<file path="src/rtl/pms_pkg.sv">
// Shared types and constants of the periodic message scheduler.
`timescale 1ns / 1ps
package pms_pkg;

  typedef enum logic [1:0] {
    OP_DEFINE = 2'd0,
    OP_START  = 2'd1,
    OP_STOP   = 2'd2,
    OP_TICK   = 2'd3
  } op_t;

  typedef enum logic [1:0] {
    KIND_SEND     = 2'd0,
    KIND_DONE     = 2'd1,
    KIND_NOTFOUND = 2'd2,
    KIND_RSVD     = 2'd3
  } kind_t;

  typedef enum logic [2:0] {
    S_IDLE,
    S_READ,
    S_EVAL,
    S_DIV,
    S_SEND,
    S_DONE
  } state_t;

  localparam logic       CFG_ENTRIES_IN_USE = 1'b0;
  localparam logic       CFG_MAX_SENDS      = 1'b1;
  localparam logic [4:0] SEND_CAP           = 5'd16;
  localparam int         FOREVER_BIT        = 31;

  typedef struct packed {
    logic [1:0]  operation;
    logic [3:0]  entry_slot;
    logic [15:0] message_id;
    logic [15:0] period;
    logic [31:0] timeout;
    logic [31:0] ext_value;
    logic [31:0] current_time;
  } in_item_t;

  typedef struct packed {
    logic [1:0]  kind;
    logic [3:0]  entry_index;
    logic [31:0] send_ext_value;
    logic        last;
  } out_item_t;

  typedef struct packed {
    logic [15:0] id;
    logic [15:0] period;
    logic [31:0] timeout;
    logic [31:0] start_time;
    logic [31:0] count;
    logic [31:0] ext;
  } entry_t;

endpackage

</file>
<file path="src/rtl/pms_div.sv">
// Iterative restoring divider, 32-bit dividend by 16-bit divisor, one bit a cycle.
`timescale 1ns / 1ps
module pms_div (
  input  logic        clk,
  input  logic        rst_n,
  input  logic        start,
  input  logic [31:0] dividend,
  input  logic [15:0] divisor,
  output logic        busy,
  output logic        done,
  output logic [31:0] quotient
);

  logic        busy_r, busy_nxt;
  logic        done_r, done_nxt;
  logic [4:0]  cnt_r, cnt_nxt;
  logic [16:0] rem_r, rem_nxt;
  logic [31:0] q_r, q_nxt;
  logic [15:0] dvs_r, dvs_nxt;
  logic [16:0] rem_sh;
  logic        ge;

  assign rem_sh = {rem_r[15:0], q_r[31]};
  assign ge     = rem_sh >= {1'b0, dvs_r};

  always_comb begin
    busy_nxt = busy_r;
    done_nxt = 1'b0;
    cnt_nxt  = cnt_r;
    rem_nxt  = rem_r;
    q_nxt    = q_r;
    dvs_nxt  = dvs_r;
    if (start) begin
      busy_nxt = 1'b1;
      cnt_nxt  = 5'd0;
      rem_nxt  = 17'd0;
      q_nxt    = dividend;
      dvs_nxt  = divisor;
    end else if (busy_r) begin
      rem_nxt = ge ? (rem_sh - {1'b0, dvs_r}) : rem_sh;
      q_nxt   = {q_r[30:0], ge};
      cnt_nxt = cnt_r + 5'd1;
      if (cnt_r == 5'd31) begin
        busy_nxt = 1'b0;
        done_nxt = 1'b1;
      end
    end
  end

  always_ff @(posedge clk) begin
    if (!rst_n) begin
      busy_r <= 1'b0;
      done_r <= 1'b0;
      cnt_r  <= 5'd0;
    end else begin
      busy_r <= busy_nxt;
      done_r <= done_nxt;
      cnt_r  <= cnt_nxt;
    end
    rem_r <= rem_nxt;
    q_r   <= q_nxt;
    dvs_r <= dvs_nxt;
  end

  assign busy     = busy_r;
  assign done     = done_r;
  assign quotient = q_r;

endmodule

</file>
<file path="src/rtl/pms_mem.sv">
// Entry table memory with one write port and one registered read port.
`timescale 1ns / 1ps
module pms_mem #(
  parameter int ENTRIES = 16,
  parameter int IDX_W   = 4
) (
  input  logic                  clk,
  input  logic                  rd_en,
  input  logic [IDX_W-1:0]      rd_addr,
  output pms_pkg::entry_t       rd_data,
  input  logic                  wr_en,
  input  logic [IDX_W-1:0]      wr_addr,
  input  pms_pkg::entry_t       wr_data
);

  pms_pkg::entry_t mem [ENTRIES];
  pms_pkg::entry_t rd_data_r;

  always_ff @(posedge clk) begin
    if (wr_en) begin
      mem[wr_addr] <= wr_data;
    end
    if (rd_en) begin
      rd_data_r <= mem[rd_addr];
    end
  end

  assign rd_data = rd_data_r;

endmodule

</file>
<file path="src/rtl/periodic_message_scheduler.sv">
// Start and stop search the entries in order; a tick runs the bit-serial divider
// for each active entry that has not expired. One item is worked at a time.
// Results leave through an output register; each result beat waits for the sink.
// Reset is synchronous, active low; it clears control state and the per-entry
// defined and active flags, so no clearing pass runs over the table memory.
`timescale 1ns / 1ps
module periodic_message_scheduler #(
  parameter int ENTRIES = 16
) (
  input  logic                clk,
  input  logic                rst_n,
  input  logic                in_valid,
  output logic                in_stall,
  input  pms_pkg::in_item_t   in_data,
  output logic                out_valid,
  input  logic                out_stall,
  output pms_pkg::out_item_t  out_data,
  input  logic                cfg_we,
  input  logic                cfg_index,
  input  logic [4:0]          cfg_wdata
);

  localparam int IDX_W = (ENTRIES > 1) ? $clog2(ENTRIES) : 1;
  localparam logic [8:0] ENTRIES9 = 9'(ENTRIES);

  pms_pkg::state_t    state_r, state_nxt;
  pms_pkg::in_item_t  item_r;
  pms_pkg::out_item_t out_data_r, out_data_nxt;
  logic               out_valid_r, out_valid_nxt;
  logic [4:0]         in_use_r, max_sends_r;
  logic [IDX_W-1:0]   idx_r, idx_nxt;
  logic [4:0]         sends_r, sends_nxt;
  logic [1:0]         done_kind_r, done_kind_nxt;
  logic [ENTRIES-1:0] active_r, defined_r;

  logic               in_acc, out_free;
  logic [8:0]         n9, idx9, slot9;
  logic               more, slot_ok;
  logic [4:0]         limit;
  pms_pkg::entry_t    rd_raw, ent, wr_word;
  logic               mem_rd_en, mem_wr_en;
  logic [IDX_W-1:0]   rd_addr;
  logic [31:0]        elapsed, q;
  logic [15:0]        per_eff;
  logic               id_match, expired, is_active, due;
  logic               div_start, div_busy, div_done;
  logic               set_active, clr_active;

  assign in_acc   = in_valid && !in_stall;
  assign in_stall = state_r != pms_pkg::S_IDLE;
  assign out_free = !out_valid_r || !out_stall;

  assign n9    = ({4'd0, in_use_r} > ENTRIES9) ? ENTRIES9 : {4'd0, in_use_r};
  assign idx9  = 9'(idx_r);
  assign more  = (idx9 + 9'd1) < n9;
  assign slot9 = {5'd0, in_data.entry_slot};
  assign slot_ok = slot9 < ENTRIES9;
  assign limit = (max_sends_r == 5'd0) ? 5'd1 :
                 (max_sends_r > pms_pkg::SEND_CAP) ? pms_pkg::SEND_CAP : max_sends_r;

  always_comb begin
    ent = rd_raw;
    if (!defined_r[idx_r]) begin
      ent.id      = 16'd0;
      ent.period  = 16'd0;
      ent.timeout = 32'd0;
    end
  end

  assign elapsed   = (item_r.current_time >= ent.start_time) ?
                     (item_r.current_time - ent.start_time) :
                     (~ent.start_time + item_r.current_time);
  assign expired   = elapsed > ent.timeout;
  assign per_eff   = (ent.period == 16'd0) ? 16'd1 : ent.period;
  assign id_match  = ent.id == item_r.message_id;
  assign is_active = active_r[idx_r];
  assign due       = q > ent.count;

  pms_div u_div (
    .clk      (clk),
    .rst_n    (rst_n),
    .start    (div_start),
    .dividend (elapsed),
    .divisor  (per_eff),
    .busy     (div_busy),
    .done     (div_done),
    .quotient (q)
  );

  pms_mem #(.ENTRIES(ENTRIES), .IDX_W(IDX_W)) u_mem (
    .clk     (clk),
    .rd_en   (mem_rd_en),
    .rd_addr (rd_addr),
    .rd_data (rd_raw),
    .wr_en   (mem_wr_en),
    .wr_addr (idx_r),
    .wr_data (wr_word)
  );

  assign rd_addr = idx_r;

  always_comb begin
    state_nxt = state_r;
    unique case (state_r)
      pms_pkg::S_IDLE: begin
        if (in_acc) begin
          if (pms_pkg::op_t'(in_data.operation) == pms_pkg::OP_DEFINE) begin
            state_nxt = slot_ok ? pms_pkg::S_READ : pms_pkg::S_DONE;
          end else begin
            state_nxt = (n9 == 9'd0) ? pms_pkg::S_DONE : pms_pkg::S_READ;
          end
        end
      end
      pms_pkg::S_READ: state_nxt = pms_pkg::S_EVAL;
      pms_pkg::S_EVAL: begin
        unique case (pms_pkg::op_t'(item_r.operation))
          pms_pkg::OP_DEFINE: state_nxt = pms_pkg::S_DONE;
          pms_pkg::OP_START, pms_pkg::OP_STOP: begin
            state_nxt = (id_match || !more) ? pms_pkg::S_DONE : pms_pkg::S_READ;
          end
          pms_pkg::OP_TICK: begin
            if (is_active && !expired) begin
              state_nxt = pms_pkg::S_DIV;
            end else begin
              state_nxt = more ? pms_pkg::S_READ : pms_pkg::S_DONE;
            end
          end
          default: state_nxt = pms_pkg::S_DONE;
        endcase
      end
      pms_pkg::S_DIV: begin
        if (div_done) begin
          if (due) begin
            state_nxt = pms_pkg::S_SEND;
          end else begin
            state_nxt = more ? pms_pkg::S_READ : pms_pkg::S_DONE;
          end
        end
      end
      pms_pkg::S_SEND: begin
        if (out_free) begin
          state_nxt = ((sends_r + 5'd1) >= limit || !more) ? pms_pkg::S_DONE
                                                          : pms_pkg::S_READ;
        end
      end
      pms_pkg::S_DONE: begin
        if (out_free) begin
          state_nxt = pms_pkg::S_IDLE;
        end
      end
      default: state_nxt = pms_pkg::S_IDLE;
    endcase
  end

  always_comb begin
    mem_rd_en     = state_r == pms_pkg::S_READ;
    mem_wr_en     = 1'b0;
    wr_word       = ent;
    div_start     = 1'b0;
    set_active    = 1'b0;
    clr_active    = 1'b0;
    idx_nxt       = idx_r;
    sends_nxt     = sends_r;
    done_kind_nxt = done_kind_r;
    out_valid_nxt = out_valid_r && out_stall;
    out_data_nxt  = out_data_r;
    unique case (state_r)
      pms_pkg::S_IDLE: begin
        if (in_acc) begin
          sends_nxt     = 5'd0;
          done_kind_nxt = pms_pkg::KIND_DONE;
          if (pms_pkg::op_t'(in_data.operation) == pms_pkg::OP_DEFINE) begin
            idx_nxt = slot9[IDX_W-1:0];
          end else begin
            idx_nxt = '0;
            if (n9 == 9'd0 && pms_pkg::op_t'(in_data.operation) != pms_pkg::OP_TICK) begin
              done_kind_nxt = pms_pkg::KIND_NOTFOUND;
            end
          end
        end
      end
      pms_pkg::S_READ: begin
      end
      pms_pkg::S_EVAL: begin
        unique case (pms_pkg::op_t'(item_r.operation))
          pms_pkg::OP_DEFINE: begin
            mem_wr_en       = 1'b1;
            wr_word.id      = item_r.message_id;
            wr_word.period  = item_r.period;
            wr_word.timeout = item_r.timeout;
          end
          pms_pkg::OP_START: begin
            if (id_match) begin
              mem_wr_en          = 1'b1;
              wr_word.start_time = item_r.current_time;
              wr_word.count      = 32'd0;
              wr_word.ext        = item_r.ext_value;
              set_active         = 1'b1;
            end else if (more) begin
              idx_nxt = idx_r + IDX_W'(1);
            end else begin
              done_kind_nxt = pms_pkg::KIND_NOTFOUND;
            end
          end
          pms_pkg::OP_STOP: begin
            if (id_match) begin
              clr_active = 1'b1;
            end else if (more) begin
              idx_nxt = idx_r + IDX_W'(1);
            end else begin
              done_kind_nxt = pms_pkg::KIND_NOTFOUND;
            end
          end
          pms_pkg::OP_TICK: begin
            if (is_active && !expired) begin
              div_start = 1'b1;
            end else begin
              clr_active = is_active;
              if (more) begin
                idx_nxt = idx_r + IDX_W'(1);
              end
            end
          end
          default: begin
          end
        endcase
      end
      pms_pkg::S_DIV: begin
        if (div_done) begin
          if (due) begin
            mem_wr_en = 1'b1;
            if (ent.timeout[pms_pkg::FOREVER_BIT]) begin
              wr_word.start_time = item_r.current_time;
              wr_word.count      = 32'd0;
            end else begin
              wr_word.count = q;
            end
          end else if (more) begin
            idx_nxt = idx_r + IDX_W'(1);
          end
        end
      end
      pms_pkg::S_SEND: begin
        if (out_free) begin
          out_valid_nxt               = 1'b1;
          out_data_nxt.kind           = pms_pkg::KIND_SEND;
          out_data_nxt.entry_index    = idx9[3:0];
          out_data_nxt.send_ext_value = ent.ext;
          out_data_nxt.last           = 1'b0;
          sends_nxt                   = sends_r + 5'd1;
          if (more) begin
            idx_nxt = idx_r + IDX_W'(1);
          end
        end
      end
      pms_pkg::S_DONE: begin
        if (out_free) begin
          out_valid_nxt               = 1'b1;
          out_data_nxt.kind           = done_kind_r;
          out_data_nxt.entry_index    = 4'd0;
          out_data_nxt.send_ext_value = 32'd0;
          out_data_nxt.last           = 1'b1;
        end
      end
      default: begin
      end
    endcase
  end

  always_ff @(posedge clk) begin
    if (!rst_n) begin
      state_r     <= pms_pkg::S_IDLE;
      out_valid_r <= 1'b0;
      in_use_r    <= 5'd16;
      max_sends_r <= 5'd16;
      idx_r       <= '0;
      sends_r     <= 5'd0;
      done_kind_r <= pms_pkg::KIND_DONE;
      active_r    <= '0;
      defined_r   <= '0;
    end else begin
      state_r     <= state_nxt;
      out_valid_r <= out_valid_nxt;
      idx_r       <= idx_nxt;
      sends_r     <= sends_nxt;
      done_kind_r <= done_kind_nxt;
      if (cfg_we) begin
        if (cfg_index == pms_pkg::CFG_ENTRIES_IN_USE) begin
          in_use_r <= cfg_wdata;
        end else begin
          max_sends_r <= cfg_wdata;
        end
      end
      if (set_active) begin
        active_r[idx_r] <= 1'b1;
      end else if (clr_active) begin
        active_r[idx_r] <= 1'b0;
      end
      if (mem_wr_en) begin
        defined_r[idx_r] <= 1'b1;
      end
    end
    if (in_acc) begin
      item_r <= in_data;
    end
    out_data_r <= out_data_nxt;
  end

  assign out_valid = out_valid_r;
  assign out_data  = out_data_r;

  a_send_limit: assert property (@(posedge clk) disable iff (!rst_n)
    sends_r <= pms_pkg::SEND_CAP)
    else $error("send count above cap");

  a_div_start_idle: assert property (@(posedge clk) disable iff (!rst_n)
    div_start |-> !div_busy)
    else $error("divider restarted while busy");

  a_done_to_idle: assert property (@(posedge clk) disable iff (!rst_n)
    (state_r == pms_pkg::S_DONE && out_free) |=> (state_r == pms_pkg::S_IDLE && out_valid))
    else $error("closing beat not issued");

  a_div_only_tick: assert property (@(posedge clk) disable iff (!rst_n)
    div_start |-> pms_pkg::op_t'(item_r.operation) == pms_pkg::OP_TICK)
    else $error("divider started outside a tick");

endmodule

</file>
<file path="config.mk">
export PLATFORM = sky130hd
export DESIGN_NAME = periodic_message_scheduler
export DESIGN_NICKNAME = d
export VERILOG_FILES = /design/src/rtl/pms_pkg.sv /design/src/rtl/pms_div.sv /design/src/rtl/pms_mem.sv /design/src/rtl/periodic_message_scheduler.sv
export SDC_FILE = /design/constraint.sdc
export NUM_CORES = 2
export LEC_CHECK = 0
export CAP_MARGIN = 20
export CORE_MARGIN = 5
export CORE_UTILIZATION = 50
export DETAILED_ROUTE_END_ITERATION = 10
export DONT_BUFFER_PORTS = 1
export PLACE_DENSITY_LB_ADDON = 0.15
export SLEW_MARGIN = 20
export SYNTH_ARGS = -nofsm -noshare
export SYNTH_HDL_FRONTEND = slang
export SYNTH_HIERARCHICAL = 1
export SYNTH_SLANG_ARGS = --single-unit
</file>
<file path="constraint.sdc">
create_clock -name clk -period 14.36 [get_ports clk]
set_input_delay 2.154 -clock clk [delete_from_list [all_inputs] [get_ports clk]]
set_output_delay 2.154 -clock clk [all_outputs]
set_load 0.02 [all_outputs]
</file>
==> flow_summary.yaml <==
power:
  power.density_nw_per_um2: 146
  p_leak_nw: 43.1
  vdd.ir_drop.worst_mv: 0.116
worst_setup_path:
  r2r_cells: 15
  cp.arrival_ns: 9.84
  required_ns: 14.87
  critPathKind: "register to register"
  cp-start-kind: "register"
  r2r_setup_slack_ns: 5.02
  end_kind: "register"
  crit_fanout: 49
synthesis:
  syn-instance-count: 6118
  ys.flop_type: "edfxtp_1"
  synth_edf_count: 2937
  synth.top_cell.area_share: 0.737
  ys_seq_elements: 3017
  syn_area_um2: 120000
  yosys.area.top_type: "edfxtp_1"
  ys_types: 90
  ys_top_cells_by_area: "edfxtp_1, mux4_2, a22oi_1"
  ys_top_cells_by_count: "edfxtp_1, mux4_2, nand2_1, a22oi_1, mux2_2"
  synthesis.nets: 6400
  yosysSeqAreaShare: 0.751
  ys_async_sr_fraction: 0
  synth_most_common_cell: "edfxtp_1"
  syn_avg_cell_area_um2: 19.5
  yosys_warnings: 6
clock_tree:
  cts_buffers: 326
  clk_latency_ns: 0.93
  cts.path.max_buffers: 4
  htreeDepth: 5
  clkSlewWorstSetupHoldPaths_ns: 0.06
  cts_setup_buffers: 0
  clock_sinks: 3017
  ctsResizeCount: 0
  clockRootBuffer: "clkbuf_16"
  hold_buffers: 0
  cts_tree: "yes"
layout:
  finalNonFillerCells: 9712
  fill_cells: 17700
  fin_util: 0.563
  nets: 6575
  drive_gt1_frac: 0.221
  area_delta_synth_final_pct: 12.0
drt:
  drc: 0
  vias: 60100
  viasPerCell: 6.19
  drt_iter0_markers: 6784
  wl_um: 297000
  drt_pass1_iterations: 8
  postRouteAntennaNets: 0
  wl_per_cell_um: 30.6
global_route:
  antenna_found_initial: 48
  grt_pass1_vias: 60400
  grt_max_degree: 150
  grtUsageTotal: 0.237
  grt_pass1_wl_um: 432000
  grt_overflow: 0
sta:
  fin_crit_sh: 0.650
  skew_ns: 0.0678
  setup_viol: 0
  rsz0062_at_grt: "no"
  slew_violations: 0
  worstMarginPinSlew_ns: 1.15
  hold_violations: 0
  slew_headroom: 0.235
  fmax_mhz: 107
  period_minus_slack_ns: 9.34
floorplan:
  die_w_um: 499
  start_util: 0.502
  num_io_pins: 186
  placementRows: 179
  core-area_um2: 238000
  fp.dieH_um: 499
  die_area_um2: 249000
run_status:
  status: "finished, final reports clean"
placement:
  dp.cells: 9127
  gp_congestion: 0.837
  dp_hpwl_um: 167000
  port-buffer-count: 0
hold_path:
  hold_class: "register to register"
  hold_path_depth: 1
job:
  maxCapViolations: 0
[sequential cells by signal (all words and copies together), names as in the netlist, named ones only]
name,flops
u_div/rem_r,16
u_mem/rd_data,160
idx_r,4
u_mem/mem,2560
defined_r,16
item_r,130
in_use_r,5
out_data,39
u_div/cnt_r,5
u_div/done,1
state_r,3
u_div/quotient,32
u_div/dvs_r,16
u_div/busy,1
max_sends_r,5
done_kind_r,2
out_valid,1
sends_r,5
[worst paths after layout]
check,start,endpoint
max,idx_r[0],u_mem/mem[9][99]
min reg2reg,done_kind_r[0],done_kind_r[0]
max reg2reg,idx_r[0],u_mem/mem[9][99]
min,done_kind_r[0],done_kind_r[0]
[worst max-delay path, cell delays in order (launching register included)]
cell,delay [ns]
dfxtp_4,0.81
buf_4,0.83
mux4_2,0.61
mux4_4,0.94
a211oi_1,0.36
o22ai_1,0.20
nor4_2,0.70
and2_4,0.29
nand2_4,0.32
o21a_2,0.55
nor2b_4,0.34
inv_1,0.19
nand3b_1,0.29
nor2_4,0.80
buf_4,0.77
buf_4,0.74
[kinds of logic (layout without fill, tap and decap cells)]
kind of cell | Yosys count | count (layout) | synth area share
muxes | 820 | 820 | 0.134
AOI/OAI and AO/OA | 784 | 784 | 0.0464
DFF | 3017 | 3017 | 0.751
buffers and inverters | 428 | 835 | 0.0159
other | 0 | 20 | 0
xor gates and xnor gates | 51 | 51 | 0.00373
adders and majority gates | 137 | 137 | 0.0145
and+or+nand+nor | 881 | 881 | 0.0349
[per-stage QoR]
| step | setup slack, ns | total power [mW] | setup TNS (ns) | instance area, um^2 | hold WS (ns) |
|---|---|---|---|---|---|
| 2_1_floorplan | -0.917 | 11.1 | -439.14 | 120000 | 0.418 |
| 3_3_place_gp | 4.89 | 11.6 | 0 | 124000 | 0.426 |
| 3_5_place_dp | 4.78 | 11.6 | 0 | 124000 | 0.431 |
| 4_1_cts | 4.74 | 19.7 | 0 | 134000 | 0.450 |
| 5_1_grt | 4.43 | 20.2 | 0 | 134000 | 0.465 |
| 6_report | 5.02 | 19.5 | 0 | 134000 | 0.452 |
[placed cells by master (no fill, tap or decap), drive strengths merged, types with 51 or more instances in the layout]
master and count:
clkinv 125, a21o 58, inv 122, ha 134, and2 65, a21oi 77
mux4 605, nor2b 59, clkbuf 391, edfxtp 2937, mux2i 51, nand2 411
o21ai 151, nand3 75, a22oi 269, mux2 164, nor2 109, buf 157
dfxtp 80
[per-layer routing]
layer	up-vias	global-route usage	part of all wire
met1	31900	0.349	0.43
met2	2288	0.374	0.47
li1	25400	-	-
met5	-	0	0.00038
met3	476	0.0423	0.075
met4	18	0.0573	0.024
[area by class of cell]
cell class	count	area, um^2	share of cell area
Sequential cell	3017	89800	0.671
Timing Repair Buffer	160	1380	0.0103
Tap cell	3167	3960	0.0296
Multi-Input combinational cell	2673	28100	0.210
Clock inverter	171	1590	0.0119
Inverter	115	439	0.00328
Clock buffer	389	8580	0.0641
Antenna cell	20	50.0	0.000374
[report_power, final]
part	total [mW]	switching, mW	internal, mW
Clock	8.07	3.31	4.76
Sequential	9.94	0.0827	9.86
Combinational	1.51	0.947	0.563
Total	19.5	4.34	15.2
Power figures use the tool's default switching activity.
